## src/sv/mlr_pkg.sv

```systemverilog
package mlr_pkg;
  localparam int unsigned WordBitsDef = 64;
endpackage

```

## src/sv/mlr_if.sv

```systemverilog
interface mlr_in_if #(parameter int unsigned WordBits = 64);
  logic                  valid;
  logic                  ready;
  logic [WordBits-1:0]   multiplier;
  logic [WordBits-2:0]   modulus;
  logic [WordBits-2:0]   count;
  modport source (output valid, multiplier, modulus, count, input ready);
  modport sink   (input valid, multiplier, modulus, count, output ready);
endinterface

interface mlr_out_if #(parameter int unsigned WordBits = 64);
  logic                  valid;
  logic                  ready;
  logic [WordBits-2:0]   low_index;
  logic [WordBits-2:0]   high_index;
  logic [WordBits-2:0]   low_residue;
  logic [WordBits-2:0]   high_residue;
  modport source (output valid, low_index, high_index, low_residue, high_residue,
                  input ready);
  modport sink   (input valid, low_index, high_index, low_residue, high_residue,
                  output ready);
endinterface

```

## src/sv/mlr_div.sv

```systemverilog
// Restoring divider, one quotient bit per cycle
module mlr_div #(
  parameter int unsigned W = 64
) (
  input  logic         clk_i,
  input  logic         rst_ni,
  input  logic         start_i,
  input  logic [W-1:0] num_i,
  input  logic [W-1:0] den_i,
  output logic         done_o,
  output logic [W-1:0] quo_o,
  output logic [W-1:0] rem_o
);
  localparam int unsigned CntW = $clog2(W + 1);

  logic [W-1:0]    quo_q, quo_d, rem_q, rem_d, den_q, den_d;
  logic [CntW-1:0] cnt_q, cnt_d;
  logic            busy_q, busy_d, done_q, done_d;
  logic [W:0]      trial;
  logic [W:0]      shifted;

  assign shifted = {rem_q, quo_q[W-1]};
  assign trial   = shifted - {1'b0, den_q};

  // Shift in one bit and subtract when it fits
  always_comb begin
    quo_d  = quo_q;
    rem_d  = rem_q;
    den_d  = den_q;
    cnt_d  = cnt_q;
    busy_d = busy_q;
    done_d = 1'b0;
    if (start_i) begin
      quo_d  = num_i;
      rem_d  = '0;
      den_d  = den_i;
      cnt_d  = CntW'(W);
      busy_d = 1'b1;
    end else if (busy_q) begin
      if (!trial[W]) begin
        rem_d = trial[W-1:0];
        quo_d = {quo_q[W-2:0], 1'b1};
      end else begin
        rem_d = shifted[W-1:0];
        quo_d = {quo_q[W-2:0], 1'b0};
      end
      cnt_d = cnt_q - 1'b1;
      if (cnt_q == CntW'(1)) begin
        busy_d = 1'b0;
        done_d = 1'b1;
      end
    end
  end

  always_ff @(posedge clk_i or negedge rst_ni) begin
    if (!rst_ni) begin
      busy_q <= 1'b0;
      done_q <= 1'b0;
      cnt_q  <= '0;
    end else begin
      busy_q <= busy_d;
      done_q <= done_d;
      cnt_q  <= cnt_d;
    end
  end

  always_ff @(posedge clk_i) begin
    quo_q <= quo_d;
    rem_q <= rem_d;
    den_q <= den_d;
  end

  assign done_o = done_q;
  assign quo_o  = quo_q;
  assign rem_o  = rem_q;

  // A finished division leaves no count behind
  assert property (@(posedge clk_i) disable iff (!rst_ni) done_q |-> cnt_q == '0)
    else $error("divider done with count left");
  assert property (@(posedge clk_i) disable iff (!rst_ni) done_q |-> !busy_q)
    else $error("divider done while busy");
  assert property (@(posedge clk_i) disable iff (!rst_ni)
                   (busy_q && !start_i) |=> (cnt_q < $past(cnt_q)))
    else $error("divider count stuck");
endmodule

```

## src/sv/min_linear_residue_both_sides_top.sv

```systemverilog
// Minimum linear residue on both sides of zero.
// Input channel in_i carries multiplier a (signed), modulus m and count n.
// Output channel out_o carries one result per request: least index and
// smallest residue of a*i mod m (low side) and of -a*i mod m (high side),
// over i in 1..n. A zero modulus or count is taken as one.
// One request at a time: in_i.ready is high only while the sequencer idles.
// Each request runs a reduction of a, then Euclid-like half rounds; every
// half round with a nonzero other residue uses the shared restoring
// divider twice, for the quotient and the index limit, then runs a
// shift-add multiply and an update step.
// The result is held in an output register until taken; a stalled receiver
// holds the next result back in the output state, nothing is lost.
// Reset clears the sequencer and the output valid; no request is in flight.
module min_linear_residue_both_sides_top #(
  parameter int unsigned WORD_BITS = mlr_pkg::WordBitsDef
) (
  input  logic clk_i,
  input  logic rst_ni,
  mlr_in_if.sink    in_i,
  mlr_out_if.source out_o
);
  import mlr_pkg::*;

  localparam int unsigned W  = WORD_BITS;
  localparam int unsigned HW = W - 1;
  localparam int unsigned MulCntW = $clog2(HW + 1);

  localparam logic [3:0] S_IDLE  = 4'd0;
  localparam logic [3:0] S_RED   = 4'd1;
  localparam logic [3:0] S_INIT  = 4'd2;
  localparam logic [3:0] S_DK    = 4'd3;
  localparam logic [3:0] S_WK    = 4'd4;
  localparam logic [3:0] S_WL    = 4'd5;
  localparam logic [3:0] S_MUL   = 4'd6;
  localparam logic [3:0] S_UPD   = 4'd7;
  localparam logic [3:0] S_OUT   = 4'd8;

  logic [3:0]    st_q, st_d;
  logic          side_q, side_d;          // 0: update y,r ; 1: update x,l
  logic          neg_q, neg_d;
  logic [HW-1:0] m_q, m_d, n_q, n_d;
  logic [HW-1:0] x_q, x_d, y_q, y_d, l_q, l_d, r_q, r_d;
  logic [HW-1:0] k_q, k_d;
  logic [HW-1:0] pi_q, pi_d, pr_q, pr_d;
  logic [MulCntW-1:0] mcnt_q, mcnt_d;
  logic          clip_q, clip_d;
  logic          ovalid_q, ovalid_d;

  logic          dstart;
  logic [W-1:0]  dnum, dden, dquo, drem;
  logic          ddone;

  mlr_div #(.W(W)) u_div (
    .clk_i  (clk_i),
    .rst_ni (rst_ni),
    .start_i(dstart),
    .num_i  (dnum),
    .den_i  (dden),
    .done_o (ddone),
    .quo_o  (dquo),
    .rem_o  (drem)
  );

  // Operands of the active side
  logic [HW-1:0] act_idx, oth_idx, act_res, oth_res;
  assign act_idx = side_q ? x_q : y_q;
  assign oth_idx = side_q ? y_q : x_q;
  assign act_res = side_q ? l_q : r_q;
  assign oth_res = side_q ? r_q : l_q;

  logic [HW-1:0] lim;
  assign lim = dquo[HW-1:0];

  logic [W-1:0] mag;
  assign mag = in_i.multiplier[W-1] ? (~in_i.multiplier + 1'b1) : in_i.multiplier;

  // Sequence the rounds
  always_comb begin
    st_d     = st_q;
    side_d   = side_q;
    neg_d    = neg_q;
    m_d = m_q; n_d = n_q;
    x_d = x_q; y_d = y_q; l_d = l_q; r_d = r_q;
    k_d = k_q; pi_d = pi_q; pr_d = pr_q; clip_d = clip_q;
    mcnt_d   = mcnt_q;
    ovalid_d = ovalid_q;
    dstart   = 1'b0;
    dnum     = '0;
    dden     = {1'b0, m_q};
    if (out_o.valid && out_o.ready) ovalid_d = 1'b0;
    unique case (st_q)
      S_IDLE: begin
        if (in_i.valid) begin
          m_d    = (in_i.modulus == '0) ? HW'(1) : in_i.modulus;
          n_d    = (in_i.count == '0) ? HW'(1) : in_i.count;
          neg_d  = in_i.multiplier[W-1];
          dstart = 1'b1;
          dnum   = mag;
          dden   = {1'b0, (in_i.modulus == '0) ? HW'(1) : in_i.modulus};
          st_d   = S_RED;
        end
      end
      S_RED: begin
        if (ddone) begin
          l_d  = (neg_q && drem != '0) ? (m_q - drem[HW-1:0]) : drem[HW-1:0];
          st_d = S_INIT;
        end
      end
      S_INIT: begin
        x_d = HW'(1); y_d = HW'(1); r_d = m_q - l_q; side_d = 1'b0;
        st_d = S_DK;
      end
      S_DK: begin
        // Divide the active residue by the other one
        if (oth_res == '0) begin
          if (side_q) begin x_d = y_q; l_d = '0; end
          else begin y_d = x_q; r_d = '0; end
          st_d = S_OUT;
        end else begin
          dstart = 1'b1;
          dnum   = {1'b0, act_res};
          dden   = {1'b0, oth_res};
          st_d   = S_WK;
        end
      end
      S_WK: begin
        if (ddone) begin
          k_d    = dquo[HW-1:0];
          dstart = 1'b1;
          dnum   = {1'b0, n_q - act_idx};
          dden   = {1'b0, oth_idx};
          st_d   = S_WL;
        end
      end
      S_WL: begin
        if (ddone) begin
          clip_d = lim < k_q;
          if (lim < k_q) k_d = lim;
          pi_d   = '0;
          pr_d   = '0;
          mcnt_d = MulCntW'(HW);
          st_d   = S_MUL;
        end
      end
      S_MUL: begin
        // Shift-add both products, quotient bits from the top
        pi_d   = {pi_q[HW-2:0], 1'b0} + (k_q[HW-1] ? oth_idx : '0);
        pr_d   = {pr_q[HW-2:0], 1'b0} + (k_q[HW-1] ? oth_res : '0);
        k_d    = {k_q[HW-2:0], 1'b0};
        mcnt_d = mcnt_q - 1'b1;
        if (mcnt_q == MulCntW'(1)) st_d = S_UPD;
      end
      S_UPD: begin
        if (side_q) begin x_d = x_q + pi_q; l_d = l_q - pr_q; end
        else begin y_d = y_q + pi_q; r_d = r_q - pr_q; end
        side_d = !side_q;
        st_d   = clip_q ? S_OUT : S_DK;
      end
      S_OUT: begin
        if (!ovalid_q) begin
          ovalid_d = 1'b1;
          st_d     = S_IDLE;
        end
      end
      default: st_d = S_IDLE;
    endcase
  end

  always_ff @(posedge clk_i or negedge rst_ni) begin
    if (!rst_ni) begin
      st_q     <= S_IDLE;
      ovalid_q <= 1'b0;
    end else begin
      st_q     <= st_d;
      ovalid_q <= ovalid_d;
    end
  end

  always_ff @(posedge clk_i) begin
    side_q <= side_d; neg_q <= neg_d; m_q <= m_d; n_q <= n_d;
    x_q <= x_d; y_q <= y_d; l_q <= l_d; r_q <= r_d;
    k_q <= k_d; pi_q <= pi_d; pr_q <= pr_d; clip_q <= clip_d;
    mcnt_q <= mcnt_d;
  end

  // Hold the result until taken
  logic [HW-1:0] ox_q, oy_q, ol_q, or_q;
  always_ff @(posedge clk_i) begin
    if (st_q == S_OUT && !ovalid_q) begin
      ox_q <= x_q; oy_q <= y_q; ol_q <= l_q; or_q <= r_q;
    end
  end

  assign in_i.ready         = (st_q == S_IDLE);
  assign out_o.valid        = ovalid_q;
  assign out_o.low_index    = ox_q;
  assign out_o.high_index   = oy_q;
  assign out_o.low_residue  = ol_q;
  assign out_o.high_residue = or_q;

  assert property (@(posedge clk_i) disable iff (!rst_ni)
                   (in_i.valid && in_i.ready) |=> st_q == S_RED)
    else $error("request not started");
  assert property (@(posedge clk_i) disable iff (!rst_ni)
                   (st_q == S_OUT && !ovalid_q) |=> out_o.valid)
    else $error("result not presented");
  assert property (@(posedge clk_i) disable iff (!rst_ni)
                   (st_q == S_UPD) |=> st_q == S_DK || st_q == S_OUT)
    else $error("bad round step");
endmodule
```

## src/flat_wrapper.sv

```systemverilog
// flat-port wrapper written by rule: the top's interface ports become plain ports
module min_linear_residue_both_sides_top_flat import mlr_pkg::*;
#(
  parameter int unsigned WORD_BITS = mlr_pkg::WordBitsDef
)
  (clk_i, rst_ni, in_i_valid, in_i_multiplier, in_i_modulus, in_i_count, in_i_ready, out_o_valid, out_o_low_index, out_o_high_index, out_o_low_residue, out_o_high_residue, out_o_ready);
  mlr_in_if in_i_i ();
  mlr_out_if out_o_i ();
  input  logic clk_i;
  input  logic rst_ni;
  input wire logic [$bits(in_i_i.valid)-1:0] in_i_valid;
  input wire logic [$bits(in_i_i.multiplier)-1:0] in_i_multiplier;
  input wire logic [$bits(in_i_i.modulus)-1:0] in_i_modulus;
  input wire logic [$bits(in_i_i.count)-1:0] in_i_count;
  output wire logic [$bits(in_i_i.ready)-1:0] in_i_ready;
  output wire logic [$bits(out_o_i.valid)-1:0] out_o_valid;
  output wire logic [$bits(out_o_i.low_index)-1:0] out_o_low_index;
  output wire logic [$bits(out_o_i.high_index)-1:0] out_o_high_index;
  output wire logic [$bits(out_o_i.low_residue)-1:0] out_o_low_residue;
  output wire logic [$bits(out_o_i.high_residue)-1:0] out_o_high_residue;
  input wire logic [$bits(out_o_i.ready)-1:0] out_o_ready;
  assign in_i_i.valid = in_i_valid;
  assign in_i_i.multiplier = in_i_multiplier;
  assign in_i_i.modulus = in_i_modulus;
  assign in_i_i.count = in_i_count;
  assign in_i_ready = in_i_i.ready;
  assign out_o_valid = out_o_i.valid;
  assign out_o_low_index = out_o_i.low_index;
  assign out_o_high_index = out_o_i.high_index;
  assign out_o_low_residue = out_o_i.low_residue;
  assign out_o_high_residue = out_o_i.high_residue;
  assign out_o_i.ready = out_o_ready;
  min_linear_residue_both_sides_top #(.WORD_BITS(WORD_BITS)) u_core (.clk_i(clk_i), .rst_ni(rst_ni), .in_i(in_i_i), .out_o(out_o_i));
endmodule
```

## config.mk

```make
export PLATFORM = sky130hd
export DESIGN_NAME = min_linear_residue_both_sides_top_flat
export DESIGN_NICKNAME = d
export VERILOG_FILES = /design/src/sv/mlr_pkg.sv /design/src/sv/mlr_if.sv /design/src/sv/mlr_div.sv /design/src/sv/min_linear_residue_both_sides_top.sv /design/src/flat_wrapper.sv
export SDC_FILE = /design/constraint.sdc
export NUM_CORES = 2
export LEC_CHECK = 0
export ABC_AREA = 0
export BUFFER_PORTS_ARGS = -buffer_cell sky130_fd_sc_hd__buf_2
export CAP_MARGIN = 10
export CORE_MARGIN = 2
export CORE_UTILIZATION = 45
export DETAILED_ROUTE_END_ITERATION = 7
export REMOVE_ABC_BUFFERS = 1
export SETUP_SLACK_MARGIN = 0.2
export SLEW_MARGIN = 0
export SYNTH_ARGS = -nofsm -noshare
export SYNTH_HDL_FRONTEND = slang
export SYNTH_SLANG_ARGS = --single-unit
```

## constraint.sdc

```tcl
create_clock -name clk_i -period 11.2 [get_ports clk_i]
set_input_delay 1.12 -clock clk_i [delete_from_list [all_inputs] [get_ports clk_i]]
set_output_delay 1.12 -clock clk_i [all_outputs]
set_load 0.02 [all_outputs]
```

After elaboration in Yosys (flattened, before gate mapping)
Index checks and enable logic that the tools add are counted.
{"block": "word_totals", "romBits": 0, "output_inout_bits": 254, "ramBits": 0, "elab_cells": 156, "memories": 0, "reg_bits": 1034, "latch_bits": 0}
{"block": "classes", "shifts": 0, "addsub": 13, "n_eq_ne": 22, "muxes": 69, "div_mod_pow": 0, "n_reduce_logical": 25, "multipliers": 0, "n_lt_le_gt_ge": 1, "bitwise": 1}
{"cell": "2-to-1 mux 63 bit", "count": 27}
{"cell": "one-hot mux 63 bit (3 select lines)", "count": 5}
{"cell": "one-hot mux 64 bit (3 select lines)", "count": 2}
{"cell": "2-to-1 mux 64 bit", "count": 5}
{"cell": "subtractor 63 bit", "count": 5}
{"cell": "adder 63 bit", "count": 4}
{"cell": "one-hot mux 63 bit (2 select lines)", "count": 2}
{"cell": "logical NOT 63 bit", "count": 3}
{"cell": "subtractor 65 x 64 -> 65 bit", "count": 1}
{"cell": "adder 64 x 1 -> 64 bit (second input constant)", "count": 1}
{"cell": "inverter 64 bit", "count": 1}
{"cell": "nonzero test 64 bit", "count": 1}
{"cell": "< comparator 63 bit", "count": 1}
{"cell": "one-hot mux 4 bit (9 select lines)", "count": 1}
{"cell": "2-to-1 mux 4 bit", "count": 8}
{"cell": "== test 4 x 3 -> 1 bit (second input constant)", "count": 4}
{"cell": "2-to-1 mux 7 bit", "count": 2}
{"cell": "!= test 2 bit (second input constant)", "count": 7}
{"cell": "2-to-1 mux 1 bit", "count": 13}
{"cell": "one-hot mux 6 bit (2 select lines)", "count": 1}
{"cell": "!= test 2 x 1 -> 1 bit (second input constant)", "count": 5}
{"cell": "nonzero test 3 bit", "count": 3}
{"cell": "== test 4 x 2 -> 1 bit (second input constant)", "count": 2}
{"cell": "AND reduction 4 bit", "count": 2}
{"cell": "other kinds (17)", "count": 25}

Longest topological paths before layout
{"block": "logic_depth", "word_depth": 6, "depth_mapped": 22, "ltp_nobuf": 17}

Hierarchy
A second synthesis with hierarchy kept.
{"block": "hier_totals", "hier_cells": 9091, "area_unflattened_um2": 82251.4}
{"module": "min_linear_residue_both_sides_top", "instances": 1, "cells_each": 7823, "area_each_um2": 70201.1, "seq_area_each_um2": 24989.0}
{"module": "mlr_div", "instances": 1, "cells_each": 1268, "area_each_um2": 12050.3, "seq_area_each_um2": 5350.1}

Least setup slack after synthesis
OpenSTA, ideal clock, no wires.
{"block": "synth_timing", "path_kind": "flip-flop to flip-flop", "from": "register u_core.st_q[1]", "to": "register u_core.oy_q[0], in the netlist u_core.out_o.high_index[0] (enable)", "required_time_ns": 10.331, "path_buffers": 2, "stages_incl_launch_ff": 6, "slack_ns": -1.124, "arrival_ns": 11.455, "period_less_slack_ns": 12.324, "cell_sequence": "dfrtp_1 clkbuf_1 clkbuf_1 nor3_1 nand2_1 nor2_1"}
{"block": "synth_via", "elab_chain_cells": 2}
{"element": "from (decl)", "line_no": "min_linear_residue_both_sides_top.sv:38", "rtl": "logic [3:0] st_q, st_d;"}
{"element": "from (signal assigned)", "line_no": "min_linear_residue_both_sides_top.sv:174", "rtl": "st_q <= st_d;"}
{"element": "== test 4 bit", "line_no": "min_linear_residue_both_sides_top.sv:189", "rtl": "if (st_q == S_OUT && !ovalid_q) begin"}
{"element": "logical AND 1 bit", "line_no": "min_linear_residue_both_sides_top.sv:189"}
{"element": "to (signal assigned)", "line_no": "min_linear_residue_both_sides_top.sv:190", "rtl": "ox_q <= x_q; oy_q <= y_q; ol_q <= l_q; or_q <= r_q;"}
{"element": "to (decl)", "line_no": "min_linear_residue_both_sides_top.sv:187", "rtl": "logic [HW-1:0] ox_q, oy_q, ol_q, or_q;"}
No other way between the ends.
A chain may end at the register's enable or synchronous reset.

Final worst setup path
{"block": "layout_timing", "from": "register u_core.side_q", "to": "register u_core.pi_q[56], data pin"}
{"block": "layout_via", "elab_chain_cells": 4}
{"element": "from (decl)", "line_no": "min_linear_residue_both_sides_top.sv:39", "rtl": "logic side_q, side_d;"}
{"element": "from (signal assigned)", "line_no": "min_linear_residue_both_sides_top.sv:180", "rtl": "side_q <= side_d; neg_q <= neg_d; m_q <= m_d; n_q <= n_d;"}
{"element": "2-to-1 mux 63 bit", "line_no": "min_linear_residue_both_sides_top.sv:67", "rtl": "assign oth_idx = side_q ? y_q : x_q;"}
{"element": "2-to-1 mux 63 bit", "line_no": "min_linear_residue_both_sides_top.sv:147", "rtl": "pi_d = {pi_q[HW-2:0], 1'b0} + (k_q[HW-1] ? oth_idx : '0);"}
{"element": "adder 63 bit", "line_no": "min_linear_residue_both_sides_top.sv:147"}
{"element": "one-hot mux 63 bit (2 select lines)", "line_no": "min_linear_residue_both_sides_top.sv:91", "rtl": "unique case (st_q)"}
{"element": "to (signal assigned)", "line_no": "min_linear_residue_both_sides_top.sv:182", "rtl": "k_q <= k_d; pi_q <= pi_d; pr_q <= pr_d; clip_q <= clip_d;"}
{"element": "to (decl)", "line_no": "min_linear_residue_both_sides_top.sv:44", "rtl": "logic [HW-1:0] pi_q, pi_d, pr_q, pr_d;"}
No other way between the ends.

==> impl_metrics.env <==
export IMPL_run_status="finished clean"
export IMPL_slew_headroom_pct=16.08
export IMPL_postSynthAreaPerCell_um2=9.075
export IMPL_filler_cell_count=16950
export IMPL_placed_cell_area_um2=84690
export IMPL_area_sequential_um2=30310
export IMPL_cts_tree="built"
export IMPL_post_cts_repair_setup_buffers=0
export IMPL_detailroute_via_count=72740
export IMPL_syn_inst=8898
export IMPL_synth_commonest_cells="sky130_fd_sc_hd__edfxtp_1 (955), sky130_fd_sc_hd__a21oi_1 (834), sky130_fd_sc_hd__ha_1 (700)"
export IMPL_report_final_slew_viol_count=0
export IMPL_yosys_cell_count_top_type="sky130_fd_sc_hd__edfxtp_1"
export IMPL_timing_critical_path_required_ns=11.72
export IMPL_design_portCount=448
export IMPL_grt_total_usage_pct=34.87
export IMPL_peak_fanout_along_the_critical_path=93
export IMPL_synth_top_cell_by_area="sky130_fd_sc_hd__edfxtp_1"
export IMPL_grt_antenna_before_repair=20
export IMPL_hold_slack_ns=0.3453
export IMPL_layout_cell_area_non_filler_um2=89110
export IMPL_num_cts_buffers=135
export IMPL_slowest_delay_ns=0.82
export IMPL_die_h_um=427.6
export IMPL_crit_arrival_ns=6.91
export IMPL_place_detailed_hpwl_um=259100
export IMPL_fp_coreArea_um2=178400
export IMPL_insertion_delay_ns=0.81
export IMPL_cts_reportedPaths_clkPinSlew_ns=0.06
export IMPL_first_pass_grt_wire_length_um=465700
export IMPL_layout_min_cycle_time_ns=6.396
export IMPL_dieWidth_um=427.6
export IMPL_gp_congestion=1.017
export IMPL_placement_rows=155
export IMPL_drive_gt1_share_pct=9.206
export IMPL_routed_wl_um=329100
export IMPL_ir_worst_vdd_mv=0.1358
export IMPL_number_of_i_o_port_buffers=447
export IMPL_finalSetupViolCount=0
export IMPL_multiInputGateArea_um2=46850
export IMPL_cpLargestDelayFamily="compound AO/OA/AOI/OAI gates"
export IMPL_timing_critical_path_to_type="flop"
export IMPL_start_kind="flop"
export IMPL_proportion_of_register_bits_with_asynchronous_set_or_reset_after_synthesis_pct=1.355
export IMPL_clock_root_buffer="sky130_fd_sc_hd__clkbuf_16"
export IMPL_drc_errors=0
export IMPL_leakagePower_nw=38.24
export IMPL_powerDensity_nw_per_um2=98.18
export IMPL_hold_violations_final=0
export IMPL_post_route_period_util_pct=57.11
export IMPL_area_growth_syn_to_layout_pct=10.35
export IMPL_first_global_vias=68240
export IMPL_clk_path_buf_depth=3
export IMPL_start_util_pct=45.26
export IMPL_netlist_top_cells_area="sky130_fd_sc_hd__edfxtp_1 (36%), sky130_fd_sc_hd__ha_1 (11%), sky130_fd_sc_hd__a21oi_1 (5.2%)"
export IMPL_timing_clock_skew_ns=0.03120
export IMPL_dominant_synthesized_flop_cell="sky130_fd_sc_hd__edfxtp_1"
export IMPL_cts_repair_resized=0
export IMPL_worst_hold_path_type="in -> async"
export IMPL_drv_cap=0
export IMPL_crit_path_cell_trace="buf_12, buf_4, mux2_2, and2_1, ha_1, nand3_1, o22ai_1, nor2_1, o2111a_1, o21bai_1, a41oi_1, o31ai_1, a2111oi_1, nor3_1, a31oi_1, xnor2_1, nor2_1"
export IMPL_grt_start_max_net_pins=150
export IMPL_grt_setup_unrepaired="false"
export IMPL_clkSinkCount=1033
export IMPL_synth_cell_types=98
export IMPL_yosysSeqAreaShare_pct=37.54
export IMPL_fraction_of_synthesized_cell_area_taken_by_the_top_area_cell_type_pct=35.52
export IMPL_htree_num_levels=4
export IMPL_initialDrtViolationCount=8342
export IMPL_cts_hold_buf=0
export IMPL_post_layout_nets=9927
export IMPL_antenna_violating_nets_post_route=0
export IMPL_drt_wirelength_per_cell_um=28.61
export IMPL_dieArea_um2=182800
export IMPL_max_freq_mhz=156.4
export IMPL_yosys_warnings=0
export IMPL_globalRoute_totalOverflow=0
export IMPL_crit_slowest_cell="sky130_fd_sc_hd__o31ai_1"
export IMPL_synth_register_bits=1033
export IMPL_cp_buffers_inverters=2
export IMPL_critical_path_most_common_cell="sky130_fd_sc_hd__nor2_1"
export IMPL_tightest_slew_ns=1.247
export IMPL_synth_enable_flop_cells=955
export IMPL_route_detailed_vias_per_inst=6.325
export IMPL_critical_path_class="reg -> reg"
export IMPL_first_pass_iters=6
export IMPL_synth_area_um2=80750
logic make-up (layout without fill, tap and decap cells):
kind of cell | count (synthesis) | after routing | share of synthesized area [%]
flops | 1033 | 1033 | 37.54
fa+ha+maj | 710 | 710 | 11.09
simple gates | 2309 | 2309 | 13.62
mux | 270 | 270 | 3.378
xor+xnor | 633 | 633 | 6.866
compound gates | 2940 | 2940 | 22.81
other cells | 0 | 10 | 0
buf+inv | 1003 | 1240 | 4.690
worst reg2reg max path: stages, from the launching register on:
cell and delay [ns]:
sky130_fd_sc_hd__edfxtp_1 0.45, sky130_fd_sc_hd__buf_12 0.42, sky130_fd_sc_hd__buf_4 0.98, sky130_fd_sc_hd__mux2_2 0.44, sky130_fd_sc_hd__and2_1 0.17, sky130_fd_sc_hd__ha_1 0.32
sky130_fd_sc_hd__nand3_1 0.10, sky130_fd_sc_hd__o22ai_1 0.37, sky130_fd_sc_hd__nor2_1 0.18, sky130_fd_sc_hd__o2111a_1 0.29, sky130_fd_sc_hd__o21bai_1 0.34, sky130_fd_sc_hd__a41oi_1 0.37
sky130_fd_sc_hd__o31ai_1 0.82, sky130_fd_sc_hd__a2111oi_1 0.23, sky130_fd_sc_hd__nor3_1 0.31, sky130_fd_sc_hd__a31oi_1 0.14, sky130_fd_sc_hd__xnor2_1 0.15, sky130_fd_sc_hd__nor2_1 0.05
placed cells by master (no fill, tap or decap), types with 23 or more instances in the layout:
master / count
sky130_fd_sc_hd__clkbuf_16: 139
sky130_fd_sc_hd__o21bai_1: 92
sky130_fd_sc_hd__a31oi_1: 112
sky130_fd_sc_hd__nand3_1: 136
sky130_fd_sc_hd__nand2_1: 682
sky130_fd_sc_hd__o21ai_0: 585
sky130_fd_sc_hd__xnor2_1: 324
sky130_fd_sc_hd__a21o_1: 368
sky130_fd_sc_hd__or3_1: 45
sky130_fd_sc_hd__clkinv_2: 25
sky130_fd_sc_hd__buf_2: 447
sky130_fd_sc_hd__nor3_1: 103
sky130_fd_sc_hd__a221oi_1: 26
sky130_fd_sc_hd__nor2b_1: 96
sky130_fd_sc_hd__dfxtp_1: 64
sky130_fd_sc_hd__a21oi_1: 832
sky130_fd_sc_hd__nand2b_1: 93
sky130_fd_sc_hd__o21a_1: 84
sky130_fd_sc_hd__mux2i_1: 250
sky130_fd_sc_hd__o21ai_1: 49
sky130_fd_sc_hd__and3_1: 63
sky130_fd_sc_hd__inv_1: 473
sky130_fd_sc_hd__xor2_1: 307
sky130_fd_sc_hd__o211ai_1: 96
sky130_fd_sc_hd__clkbuf_1: 30
sky130_fd_sc_hd__nand4_1: 158
sky130_fd_sc_hd__edfxtp_1: 955
sky130_fd_sc_hd__nor2_1: 668
sky130_fd_sc_hd__o31ai_1: 62
sky130_fd_sc_hd__a221o_1: 26
sky130_fd_sc_hd__ha_1: 700
sky130_fd_sc_hd__o22ai_1: 265
sky130_fd_sc_hd__a211oi_1: 70
sky130_fd_sc_hd__and2_1: 41
sky130_fd_sc_hd__nor4_1: 90
sky130_fd_sc_hd__buf_4: 65
sky130_fd_sc_hd__o41ai_1: 23
power by group:
group | total, W | leakage, nW | internal (W) | switching (W)
logic | 0.000146 | 26.8 | 0.0000423 | 0.000104
registers | 0.00416 | 9.32 | 0.00416 | 0.0000000000000000000569
clock network | 0.00444 | 2.13 | 0.00258 | 0.00186
registers in the layout (all words and copies together) (netlist names), 7 cells and up:
name	cells
u_core.n_q	63
u_core.r_q	63
u_core.u_div.rem_o	64
u_core.u_div.quo_o	64
u_core.out_o.low_residue	63
u_core.l_q	63
u_core.u_div.cnt_q	7
u_core.out_o.high_index	63
u_core.out_o.low_index	63
u_core.u_div.den_q	63
u_core.pi_q	63
u_core.out_o.high_residue	63
u_core.pr_q	63
u_core.y_q	63
u_core.m_q	63
u_core.k_q	63
u_core.x_q	63
final timing paths:
kind,from,to,slack (ns),cells past startpoint
min in group clk_i,out_o_ready,u_core.out_o.valid$_DFF_PN0_,0.49,2
worst max register to register,u_core.side_q$_DFFE_PP_,u_core.pi_q[56]$_SDFFCE_PN0P_,4.80,17
worst min-delay path,rst_ni,u_core.out_o.valid$_DFF_PN0_,0.35,1
worst min register to register,u_core.clip_q$_DFFE_PP_,u_core.st_q[3]$_DFFE_PN0P_,0.50,2
max in group asynchronous,rst_ni,u_core.u_div.busy_q$_DFF_PN0_,10.37,1
worst max-delay path,u_core.side_q$_DFFE_PP_,u_core.pi_q[56]$_SDFFCE_PN0P_,4.80,17
per-layer routing:
layer | track usage (%) | routed length (µm)
met2 | 52.37 | 141800
met1 | 48.43 | 139700
met3 | 5.603 | 28690
met5 | 0 | 0
met4 | 17.98 | 18810
stage by stage:
stage	std cells	power, W	setup slack (ns)	util (%)	setup TNS, ns
after floorplan	8371	0.004267	-8.104	-	-2449.20
after global placement	11240	0.004380	5.019	47.46	0
after detailed placement	11240	0.004381	5.061	47.47	0
after CTS	11490	0.008798	5.026	49.93	0
after global routing	11500	0.008934	4.508	49.93	0
final	11500	0.008748	4.804	49.94	0
cell type report:
cell class | count | area share (%)
Multi-Input combinational cell | 6862 | 52.57
Clock buffer | 173 | 4.092
Antenna cell | 10 | 0.02808
Clock inverter | 76 | 0.8369
Inverter | 476 | 2.019
Timing Repair Buffer | 515 | 3.126
Tap cell | 2355 | 3.307
Sequential cell | 1033 | 34.02
Power figures use the tool's default switching activity.
